### src/rtl/bal_pkg.sv
`timescale 1ns / 1ps

package bal_pkg;

    // Default list geometry.
    localparam int CAPACITY_DEFAULT   = 128;
    localparam int DATA_WIDTH_DEFAULT = 32;

    // Command codes carried by an item.
    typedef enum logic [2:0] {
        CMD_APPEND    = 3'd0,
        CMD_INSERT    = 3'd1,
        CMD_POP_FIRST = 3'd2,
        CMD_POP_LAST  = 3'd3,
        CMD_POP_AT    = 3'd4,
        CMD_GET       = 3'd5,
        CMD_SEARCH    = 3'd6,
        CMD_CLEAR     = 3'd7
    } cmd_t;

    // Result status codes.
    typedef enum logic [1:0] {
        STAT_OK    = 2'd0,
        STAT_FULL  = 2'd1,
        STAT_RANGE = 2'd2,
        STAT_EMPTY = 2'd3
    } status_t;

    // Result flags handed from the sequencer to the port formatting.
    typedef struct packed {
        logic    done;
        status_t status;
        logic    hit;
    } res_flags_t;

endpackage

### src/rtl/bal_mem.sv
`timescale 1ns / 1ps

// Single-port-write, single-port-read entry store with registered read data.
module bal_mem #(
    parameter int DEPTH = bal_pkg::CAPACITY_DEFAULT,
    parameter int WIDTH = bal_pkg::DATA_WIDTH_DEFAULT,
    parameter int AW    = (DEPTH > 1) ? $clog2(DEPTH) : 1
) (
    input  logic             clk,
    input  logic             we,
    input  logic [AW-1:0]    waddr,
    input  logic [WIDTH-1:0] wdata,
    input  logic             re,
    input  logic [AW-1:0]    raddr,
    output logic [WIDTH-1:0] rdata
);

    logic [WIDTH-1:0] mem [DEPTH];

    // Write port.
    always_ff @(posedge clk)
    begin
        if (we)
        begin
            mem[waddr] <= wdata;
        end
    end

    // Registered read port.
    always_ff @(posedge clk)
    begin
        if (re)
        begin
            rdata <= mem[raddr];
        end
    end

endmodule

### src/rtl/bal_seq.sv
`timescale 1ns / 1ps

// Command sequencer. One address pointer and one compare unit walk the entry
// store a word per cycle for insert, remove, get and search.
module bal_seq #(
    parameter int CAPACITY   = bal_pkg::CAPACITY_DEFAULT,
    parameter int DATA_WIDTH = bal_pkg::DATA_WIDTH_DEFAULT,
    parameter int IW         = (CAPACITY > 1) ? $clog2(CAPACITY) : 1,
    parameter int CW         = $clog2(CAPACITY + 1)
) (
    input  logic                   clk,
    input  logic                   rst_n,
    input  logic                   start,
    input  bal_pkg::cmd_t          cmd,
    input  logic [6:0]             position,
    input  logic [DATA_WIDTH-1:0]  word,
    output logic                   busy,
    output logic                   mem_we,
    output logic [IW-1:0]          mem_waddr,
    output logic [DATA_WIDTH-1:0]  mem_wdata,
    output logic                   mem_re,
    output logic [IW-1:0]          mem_raddr,
    input  logic [DATA_WIDTH-1:0]  mem_rdata,
    output bal_pkg::res_flags_t    res,
    output logic [DATA_WIDTH-1:0]  res_word,
    output logic [IW-1:0]          res_index,
    output logic [CW-1:0]          res_count
);

    localparam int PW = (CW > 7) ? CW : 7;

    typedef enum logic [2:0] {
        S_IDLE = 3'b001,
        S_WALK = 3'b010,
        S_FIN  = 3'b100
    } state_t;

    typedef enum logic [1:0] {
        MODE_INS  = 2'd0,
        MODE_DEL  = 2'd1,
        MODE_SRCH = 2'd2
    } mode_t;

    state_t                 state_reg, state_next;
    mode_t                  mode_reg, mode_next;
    bal_pkg::cmd_t          cmd_reg, cmd_next;
    bal_pkg::status_t       status_reg, status_next;
    logic [CW-1:0]          count_reg, count_next;
    logic [CW-1:0]          rem_reg, rem_next;
    logic [IW-1:0]          ptr_reg, ptr_next;
    logic [IW-1:0]          pend_addr_reg, pend_addr_next;
    logic                   pend_reg, pend_next;
    logic                   first_reg, first_next;
    logic                   done_reg, done_next;
    logic                   hit_reg, hit_next;
    logic [IW-1:0]          hidx_reg, hidx_next;
    logic [IW-1:0]          pos_reg, pos_next;
    logic [DATA_WIDTH-1:0]  val_reg, val_next;
    logic [DATA_WIDTH-1:0]  rv_reg, rv_next;

    logic [PW-1:0]          pos_ext;
    logic [PW-1:0]          count_ext;
    logic                   full;
    logic                   empty;
    logic                   pos_bad;
    logic                   found;

    assign pos_ext   = PW'(position);
    assign count_ext = PW'(count_reg);
    assign full      = (count_reg == CW'(CAPACITY));
    assign empty     = (count_reg == '0);
    assign pos_bad   = (pos_ext >= count_ext);

    // Next-state and datapath control.
    always_comb
    begin
        state_next     = state_reg;
        mode_next      = mode_reg;
        cmd_next       = cmd_reg;
        status_next    = status_reg;
        count_next     = count_reg;
        rem_next       = rem_reg;
        ptr_next       = ptr_reg;
        pend_addr_next = pend_addr_reg;
        pend_next      = pend_reg;
        first_next     = first_reg;
        done_next      = 1'b0;
        hit_next       = hit_reg;
        hidx_next      = hidx_reg;
        pos_next       = pos_reg;
        val_next       = val_reg;
        rv_next        = rv_reg;
        mem_we         = 1'b0;
        mem_waddr      = pend_addr_reg;
        mem_wdata      = mem_rdata;
        mem_re         = 1'b0;
        mem_raddr      = ptr_reg;
        found          = 1'b0;

        case (state_reg)
            S_IDLE:
            begin
                if (start)
                begin
                    cmd_next    = cmd;
                    pos_next    = IW'(position);
                    val_next    = word;
                    status_next = bal_pkg::STAT_OK;
                    rv_next     = '0;
                    hit_next    = 1'b0;
                    hidx_next   = '0;
                    pend_next   = 1'b0;
                    first_next  = 1'b1;
                    state_next  = S_FIN;
                    mode_next   = MODE_DEL;
                    ptr_next    = IW'(position);
                    rem_next    = count_reg - CW'(position);

                    case (cmd)
                        bal_pkg::CMD_APPEND:
                        begin
                            if (full)
                            begin
                                status_next = bal_pkg::STAT_FULL;
                            end
                        end
                        bal_pkg::CMD_INSERT:
                        begin
                            if (full)
                            begin
                                status_next = bal_pkg::STAT_FULL;
                            end
                            else if (pos_bad)
                            begin
                                status_next = bal_pkg::STAT_RANGE;
                            end
                            else
                            begin
                                mode_next  = MODE_INS;
                                ptr_next   = IW'(count_reg - CW'(1));
                                state_next = S_WALK;
                            end
                        end
                        bal_pkg::CMD_POP_FIRST:
                        begin
                            if (empty)
                            begin
                                status_next = bal_pkg::STAT_EMPTY;
                            end
                            else
                            begin
                                ptr_next   = '0;
                                rem_next   = count_reg;
                                state_next = S_WALK;
                            end
                        end
                        bal_pkg::CMD_POP_LAST:
                        begin
                            if (empty)
                            begin
                                status_next = bal_pkg::STAT_EMPTY;
                            end
                            else
                            begin
                                ptr_next   = IW'(count_reg - CW'(1));
                                rem_next   = CW'(1);
                                state_next = S_WALK;
                            end
                        end
                        bal_pkg::CMD_POP_AT,
                        bal_pkg::CMD_GET:
                        begin
                            if (empty)
                            begin
                                status_next = bal_pkg::STAT_EMPTY;
                            end
                            else if (pos_bad)
                            begin
                                status_next = bal_pkg::STAT_RANGE;
                            end
                            else
                            begin
                                // A get reads only the addressed entry.
                                if (cmd == bal_pkg::CMD_GET)
                                begin
                                    rem_next = CW'(1);
                                end
                                state_next = S_WALK;
                            end
                        end
                        bal_pkg::CMD_SEARCH:
                        begin
                            if (!empty)
                            begin
                                mode_next  = MODE_SRCH;
                                ptr_next   = '0;
                                rem_next   = count_reg;
                                state_next = S_WALK;
                            end
                        end
                        default:
                        begin
                            // Clear needs no walk.
                        end
                    endcase
                end
            end

            S_WALK:
            begin
                // Consume the word read in the previous cycle.
                if (pend_reg)
                begin
                    case (mode_reg)
                        MODE_INS:
                        begin
                            mem_we    = 1'b1;
                            mem_waddr = pend_addr_reg + IW'(1);
                        end
                        MODE_DEL:
                        begin
                            if (first_reg)
                            begin
                                rv_next    = mem_rdata;
                                first_next = 1'b0;
                            end
                            else
                            begin
                                mem_we    = 1'b1;
                                mem_waddr = pend_addr_reg - IW'(1);
                            end
                        end
                        MODE_SRCH:
                        begin
                            if (mem_rdata == val_reg)
                            begin
                                found     = 1'b1;
                                hit_next  = 1'b1;
                                hidx_next = pend_addr_reg;
                            end
                        end
                        default:
                        begin
                        end
                    endcase
                end

                // Issue the next read, or finish once the walk is drained.
                if (found)
                begin
                    pend_next  = 1'b0;
                    state_next = S_FIN;
                end
                else if (rem_reg != '0)
                begin
                    mem_re         = 1'b1;
                    pend_next      = 1'b1;
                    pend_addr_next = ptr_reg;
                    rem_next       = rem_reg - CW'(1);
                    if (mode_reg == MODE_INS)
                    begin
                        ptr_next = ptr_reg - IW'(1);
                    end
                    else
                    begin
                        ptr_next = ptr_reg + IW'(1);
                    end
                end
                else
                begin
                    pend_next  = 1'b0;
                    state_next = S_FIN;
                end
            end

            S_FIN:
            begin
                done_next  = 1'b1;
                state_next = S_IDLE;
                if (status_reg == bal_pkg::STAT_OK)
                begin
                    case (cmd_reg)
                        bal_pkg::CMD_APPEND:
                        begin
                            mem_we     = 1'b1;
                            mem_waddr  = IW'(count_reg);
                            mem_wdata  = val_reg;
                            count_next = count_reg + CW'(1);
                        end
                        bal_pkg::CMD_INSERT:
                        begin
                            mem_we     = 1'b1;
                            mem_waddr  = pos_reg;
                            mem_wdata  = val_reg;
                            count_next = count_reg + CW'(1);
                        end
                        bal_pkg::CMD_POP_FIRST,
                        bal_pkg::CMD_POP_LAST,
                        bal_pkg::CMD_POP_AT:
                        begin
                            count_next = count_reg - CW'(1);
                        end
                        bal_pkg::CMD_CLEAR:
                        begin
                            count_next = '0;
                        end
                        default:
                        begin
                        end
                    endcase
                end
            end

            default:
            begin
                state_next = S_IDLE;
            end
        endcase
    end

    // Control state.
    always_ff @(posedge clk or negedge rst_n)
    begin
        if (!rst_n)
        begin
            state_reg <= S_IDLE;
            count_reg <= '0;
            pend_reg  <= 1'b0;
            done_reg  <= 1'b0;
        end
        else
        begin
            state_reg <= state_next;
            count_reg <= count_next;
            pend_reg  <= pend_next;
            done_reg  <= done_next;
        end
    end

    // Working registers and result payload.
    always_ff @(posedge clk)
    begin
        mode_reg      <= mode_next;
        cmd_reg       <= cmd_next;
        status_reg    <= status_next;
        rem_reg       <= rem_next;
        ptr_reg       <= ptr_next;
        pend_addr_reg <= pend_addr_next;
        first_reg     <= first_next;
        hit_reg       <= hit_next;
        hidx_reg      <= hidx_next;
        pos_reg       <= pos_next;
        val_reg       <= val_next;
        rv_reg        <= rv_next;
    end

    assign busy       = (state_reg != S_IDLE);
    assign res.done   = done_reg;
    assign res.status = status_reg;
    assign res.hit    = hit_reg;
    assign res_word   = rv_reg;
    assign res_index  = hidx_reg;
    assign res_count  = count_reg;

    // A result is only presented once the sequencer is back in idle.
    assert property (@(posedge clk) disable iff (!rst_n)
        done_reg |-> (state_reg == S_IDLE))
        else $error("result strobe while sequencer busy");

    // The fill count never exceeds the capacity.
    assert property (@(posedge clk) disable iff (!rst_n)
        count_reg <= CW'(CAPACITY))
        else $error("fill count above capacity");

    // The store is never written while idle.
    assert property (@(posedge clk) disable iff (!rst_n)
        (state_reg == S_IDLE) |-> !mem_we)
        else $error("store write while idle");

    // An accepted item always makes the sequencer busy on the next cycle.
    assert property (@(posedge clk) disable iff (!rst_n)
        (start && !busy) |=> busy)
        else $error("accepted item did not start the sequencer");

    // A search hit is only reported with an ok status.
    assert property (@(posedge clk) disable iff (!rst_n)
        (done_reg && hit_reg) |-> (status_reg == bal_pkg::STAT_OK))
        else $error("hit reported with error status");

endmodule

### src/rtl/bounded_array_list_engine.sv
`timescale 1ns / 1ps

// Bounded array list engine: an ordered list of up to CAPACITY signed words in
// a single-read, single-write memory. An item is taken when start is high and
// busy is low; its one result appears on the result ports for exactly one
// cycle with done high, and the receiver cannot stall it. Append, clear, a
// search of an empty list and every rejected command need no walk of the
// memory, and get reads only the entry at its position. Insert at index p and
// pop at index p walk entries p to count - 1, pop first walks the whole list,
// pop last only its last entry, and search walks from entry 0 up to the first
// match, or to the end when a non-empty list holds no match. The walk reads
// the entry memory one word per cycle over the shifted or searched range. A
// new item may be started in the cycle its predecessor's result is shown.
module bounded_array_list_engine #(
    parameter int CAPACITY   = bal_pkg::CAPACITY_DEFAULT,
    parameter int DATA_WIDTH = bal_pkg::DATA_WIDTH_DEFAULT
) (
    input  logic               clk,
    input  logic               rst_n,
    input  logic               start,
    output logic               busy,
    input  logic [2:0]         cmd,
    input  logic [6:0]         position,
    input  logic signed [31:0] operand_value,
    output logic               done,
    output logic [1:0]         status,
    output logic signed [31:0] read_value,
    output logic               hit,
    output logic [6:0]         hit_index,
    output logic [7:0]         fill_count
);

    localparam int IW = (CAPACITY > 1) ? $clog2(CAPACITY) : 1;
    localparam int CW = $clog2(CAPACITY + 1);
    localparam int HW = (IW > 7) ? IW : 7;
    localparam int FW = (CW > 8) ? CW : 8;

    logic signed [63:0]      op_ext;
    logic [DATA_WIDTH-1:0]   word_in;
    logic                    mem_we;
    logic [IW-1:0]           mem_waddr;
    logic [DATA_WIDTH-1:0]   mem_wdata;
    logic                    mem_re;
    logic [IW-1:0]           mem_raddr;
    logic [DATA_WIDTH-1:0]   mem_rdata;
    bal_pkg::res_flags_t     res;
    logic [DATA_WIDTH-1:0]   res_word;
    logic [IW-1:0]           res_index;
    logic [CW-1:0]           res_count;
    logic signed [63:0]      word_ext;
    logic [HW-1:0]           index_ext;
    logic [FW-1:0]           count_ext;

    // Operand kept in the low DATA_WIDTH bits of its sign extension.
    assign op_ext  = 64'(operand_value);
    assign word_in = op_ext[DATA_WIDTH-1:0];

    bal_seq #(
        .CAPACITY   (CAPACITY),
        .DATA_WIDTH (DATA_WIDTH),
        .IW         (IW),
        .CW         (CW)
    ) u_seq (
        .clk       (clk),
        .rst_n     (rst_n),
        .start     (start),
        .cmd       (bal_pkg::cmd_t'(cmd)),
        .position  (position),
        .word      (word_in),
        .busy      (busy),
        .mem_we    (mem_we),
        .mem_waddr (mem_waddr),
        .mem_wdata (mem_wdata),
        .mem_re    (mem_re),
        .mem_raddr (mem_raddr),
        .mem_rdata (mem_rdata),
        .res       (res),
        .res_word  (res_word),
        .res_index (res_index),
        .res_count (res_count)
    );

    bal_mem #(
        .DEPTH (CAPACITY),
        .WIDTH (DATA_WIDTH),
        .AW    (IW)
    ) u_mem (
        .clk   (clk),
        .we    (mem_we),
        .waddr (mem_waddr),
        .wdata (mem_wdata),
        .re    (mem_re),
        .raddr (mem_raddr),
        .rdata (mem_rdata)
    );

    // Result formatting: sign-extend the stored word, fit index and count.
    assign word_ext  = 64'(signed'(res_word));
    assign index_ext = HW'(res_index);
    assign count_ext = FW'(res_count);

    assign done       = res.done;
    assign status     = res.status;
    assign read_value = word_ext[31:0];
    assign hit        = res.hit;
    assign hit_index  = index_ext[6:0];
    assign fill_count = count_ext[7:0];

endmodule
### config.mk
export PLATFORM = sky130hd
export DESIGN_NAME = bounded_array_list_engine
export DESIGN_NICKNAME = d
export VERILOG_FILES = /design/src/rtl/bal_pkg.sv /design/src/rtl/bal_mem.sv /design/src/rtl/bal_seq.sv /design/src/rtl/bounded_array_list_engine.sv
export SDC_FILE = /design/constraint.sdc
export NUM_CORES = 2
export LEC_CHECK = 0
export BUFFER_PORTS_ARGS = -buffer_cell sky130_fd_sc_hd__buf_2
export CORE_AREA = 2 2 576 578
export CTS_BUF_LIST = sky130_fd_sc_hd__clkbuf_16
export DETAILED_ROUTE_END_ITERATION = 12
export DIE_AREA = 0 0 578 580
export GPL_TIMING_DRIVEN = 0
export PLACE_DENSITY = 0.66
export SYNTH_ARGS = -nofsm -noshare
export SYNTH_HDL_FRONTEND = slang
export SYNTH_HIERARCHICAL = 1
export SYNTH_SLANG_ARGS = --single-unit
### constraint.sdc
create_clock -name clk -period 6.4 [get_ports clk]
set_input_delay 0.64 -clock clk [delete_from_list [all_inputs] [get_ports clk]]
set_output_delay 0.64 -clock clk [all_outputs]
set_load 0.05 [all_outputs]
==> results.tsv <==
stage	metric	value	unit
run	MaxCap Viol Count	3	
placed_design	placed cell area	0.175	mm^2
yosys	cell type with the largest total area after synthesis	edfxtp_1	
timing	Max Slew Vio Count	17	
drt	final wirelength	434	mm
drt	via/cell ratio	6.40	
placed_design	Setup WS pre-CTS	0.717	ns
critical_path	FF-to-FF End	u_mem/mem[109][15]	
finish	max reg flops	4096	
critical_path	CP endpoint kind	register	
timing	unrepaired setup endpoints after global routing	no	
critical_path	Worst R2R Start	u_seq/state_reg[2]	
yosys	syn nets	6731	
power_and_ir_drop	switching power	23.7	mW
yosys	largest family of logic cells by synthesized area	multiplexers	
cts	Max Buffers Root-to-Sink	4	
drt	Vias	77900	
min_path	Worst Hold Class	in -> reg	
critical_path	Worst path top cell family by delay	simple AND/OR/NAND/NOR gates	
floorplan	Core ar.	0.329	mm^2
yosys	mux cell area share after synthesis	18.8	%
critical_path	WP data arrival	6.90	ns
yosys	Synth Area in Adders	0.162	%
placed_design	Post-DP HPWL	297	mm
yosys	top_reg_cell synth	edfxtp_1	
finish	final non-filler cell total	12200	
placed_design	GPL Wtd Cong	0.931	
critical_path	CP Class	reg -> reg	
cts	Root Driver	clkbuf_16	
cts	Clock Latency Late Sink	0.92	ns
power_and_ir_drop	Switching Share	30.2	%
critical_path	r2r setup slk	0.08	ns
timing	fmax	0.158	GHz
critical_path	most frequent CP cell	clkbuf_1	
power_and_ir_drop	combinational share of power	27.8	%
critical_path	CP startpoint kind	register	
finish	layout net count	7465	
min_path	Worst Hold End	u_seq/cmd_reg[0]	
timing	Worst-Margin Slew	1.60	ns
finish	Final Instance Area	0.189	mm^2
floorplan	Die Span Y	580	um
yosys	syn_area_per_cell	24.6	um^2
placed_design	placed insts	11300	
timing	Clock Skew	0.0494	ns
critical_path	Worst Path Max Fanout	19	
placed_design	port bufs	96	
critical_path	worst r2r path cells	12	
floorplan	Die W	578	um
cts	Num CTS Buffers	411	
critical_path	delay of the slowest critical-path stage	0.97	ns
power_and_ir_drop	register share of total power	41.2	%
floorplan	initial core utilization	49.7	%
power_and_ir_drop	clock share of power	31.0	%
global_route	pin count of the biggest net entering global routing	99	
timing	setup_tns	0	ns
timing	Final period util	98.7	%
finish	Biggest register	u_mem/mem	
timing	final hold vios	0	
yosys	post-synthesis sequential area ratio	77.9	%
yosys	main area contributors after synthesis	edfxtp_1 (78%), mux4_2 (18%), clkbuf_1 (0.47%)	
yosys	post-synthesis compound-gate area fraction	0.551	%
yosys	simple-gate share of the synthesized area	1.29	%
outcome	failing checks	capacitance limit, slew limit	
drt	router iterations before antenna repair	11	
min_path	hold-critical path depth	1	
cts	H-tree Lvls	5	
yosys	share of the synthesized area in the top cell type	77.7	%
yosys	FF+latch count, synth	4250	
cts	CTS tree	yes	
global_route	vias in the first global route	77800	
yosys	xor/xnor share of the synthesized area	0.289	%
min_path	Hold Startpoint	cmd[0]	
floorplan	IO Pins	97	
critical_path	CP bufs+invs	6	
power_and_ir_drop	VDD IR-drop max	0.289	mV
timing	setup ws final	0.0843	ns
critical_path	data required time of the worst path	6.98	ns
global_route	GRT Total Usage	25.8	%
drt	drt drc	0	
timing	count of final setup violators	0	
yosys	total of warnings raised by yosys	6	
finish	area grow syn2layout	15.6	%
power_and_ir_drop	Int Pwr	54.8	mW
finish	Filler cells	22900	
timing	Slew headroom	-7.61	%
timing	Fin Hold WS	0.0592	ns
global_route	initial antenna violation count	48	
yosys	Distinct cells, synth	75	
critical_path	critical-path cell list	or3b_1, buf_2, inv_2, clkbuf_1, a21oi_1, o22ai_1, clkbuf_1, nor2b_1, nand3_1, clkbuf_2, nor2_4, buf_16	
global_route	global-route wire length before repair	602	mm
global_route	total gr overflow	0	
finish	share of post-route cells with drive strength above 1	33.5	%
floorplan	die area	0.335	mm^2
power_and_ir_drop	pwr dens	415	mW/mm^2
yosys	mapped cell area	0.164	mm^2
drt	Starting DRT DRC Count	11700	
yosys	Post-synth EDFFs	4237	
yosys	Post-Syn Instances	6666	
floorplan	cell row count	211	
power_and_ir_drop	Leakage Power	58.6	nW
cts	post-cts resize count	0	
finish	Final Core Density	57.5	%
yosys	async set-reset flop share out of synthesis	0.306	%
outcome	status	complete, but fails checks	
drt	Routed Antenna Nets	0	
drt	routed len/inst	35.7	um
timing	crit path time final	6.32	ns
cts	Clock Sinks	4250	
cts	postcts setup bufs	0	
cts	clock-pin slew on the worst setup and hold paths	0.06	ns
power_and_ir_drop	total power	78.5	mW
critical_path	slowest cell on the critical path	nor2_4	
## cell type report
| cell class | count | area, um^2 | area share [%] |
|---|---|---|---|
| well taps | 4366 | 5460 | 2.89 |
| inverters | 25 | 93.8 | 0.0496 |
| clock buffers | 420 | 10500 | 5.56 |
| diodes | 60 | 150 | 0.0794 |
| flip-flops and latches | 4250 | 128000 | 67.4 |
| plain buffers | 353 | 1560 | 0.824 |
| clock inverters | 334 | 3020 | 1.60 |
| repair buffers | 321 | 5120 | 2.70 |
| multi-input cells | 2038 | 35700 | 18.9 |
## layer usage
metal / up-vias / global-route usage (%) / share of wire [%]
met3: 684 / 6.38 / 11
met2: 4438 / 41.0 / 48
met5: - / 0 / 0.061
li1: 30400 / - / -
met1: 42400 / 35.0 / 37
met4: 10 / 9.35 / 4.2
## how the worst max path moves through the flow
| stage | start | end | cells past startpoint |
|---|---|---|---|
| 3_5_place_dp | u_seq/state_reg[1] | u_mem/mem[109][15] | 12 |
| 6_report | u_seq/state_reg[2] | u_mem/mem[109][15] | 12 |
| 5_1_grt | u_seq/state_reg[1] | u_mem/mem[109][15] | 12 |
| 2_1_floorplan | u_seq/status_reg[1] | u_mem/mem[78][0] | 9 |
| 4_1_cts | u_seq/state_reg[1] | u_mem/mem[109][15] | 12 |
| 3_3_place_gp | u_seq/pend_addr_reg[1] | u_mem/mem[86][9] | 10 |
## Yosys cell counts (all sizes together), types with 4 or more instances
library cell and count:
a22oi 5, dfrtp 12, and2 38, xnor2 33, or3 7, nor3b 4
nand2 148, o221ai 7, mux4 1344, a21oi 31, buf 149, clkbuf 204
nand4 10, edfxtp 4237, nand3b 4, o22ai 9, nor3 22, mux2i 8
a31oi 8, mux2 34, ha 18, inv 25, o21ai 21, xor2 21
nand3 26, nand2b 10, nor2 151, and3 9, a21o 4, nor2b 15
## cell usage in the layout, fill, tap and decap left out, drive strengths merged, types with 4 or more instances in the layout
| cell | count |
|---|---|
| nand2 | 148 |
| nand2b | 10 |
| nor3 | 22 |
| dfrtp | 12 |
| nand3b | 4 |
| mux2i | 8 |
| nor3b | 4 |
| edfxtp | 4237 |
| a31oi | 8 |
| nand4 | 10 |
| clkinvlp | 20 |
| and3 | 9 |
| xor2 | 21 |
| nor2 | 151 |
| buf | 436 |
| inv | 103 |
| and2 | 38 |
| or3 | 7 |
| xnor2 | 33 |
| a21o | 4 |
| ha | 18 |
| mux2 | 34 |
| o221ai | 7 |
| mux4 | 1344 |
| a22oi | 5 |
| nor2b | 15 |
| clkinv | 180 |
| dlygate4sd3 | 33 |
| a21oi | 31 |
| o22ai | 9 |
| diode | 60 |
| clkbuf | 625 |
| bufinv | 56 |
| o21ai | 21 |
| nand3 | 26 |
## power groups by stage
stage               Sequential, mW  Combinational [mW]  Clock [mW]
global placement              33.3                20.7           0
detailed placement            32.9                21.4           0
global route                  32.3                22.3        25.7
CTS                           32.3                21.5        24.7
finish                        32.3                21.8        24.4
floorplan                     33.2                12.3           0
## kinds of logic (layout without fill, tap and decap cells)
| logic type | after synthesis | after routing |
|---|---|---|
| mux | 1386 | 1386 |
| simple gates | 457 | 457 |
| compound gates | 121 | 121 |
| xor+xnor | 54 | 54 |
| flops | 4250 | 4250 |
| other cells | 0 | 60 |
| fa+ha+maj | 20 | 20 |
| buf+inv | 378 | 1453 |
## what timing repair did
item | 4_1_cts | 5_1_grt
setup endpoints to repair | 0 | 0
hold buffers | 33 | 0
hold endpoints to repair | 45 | 0
Power figures use the tool's default switching activity.
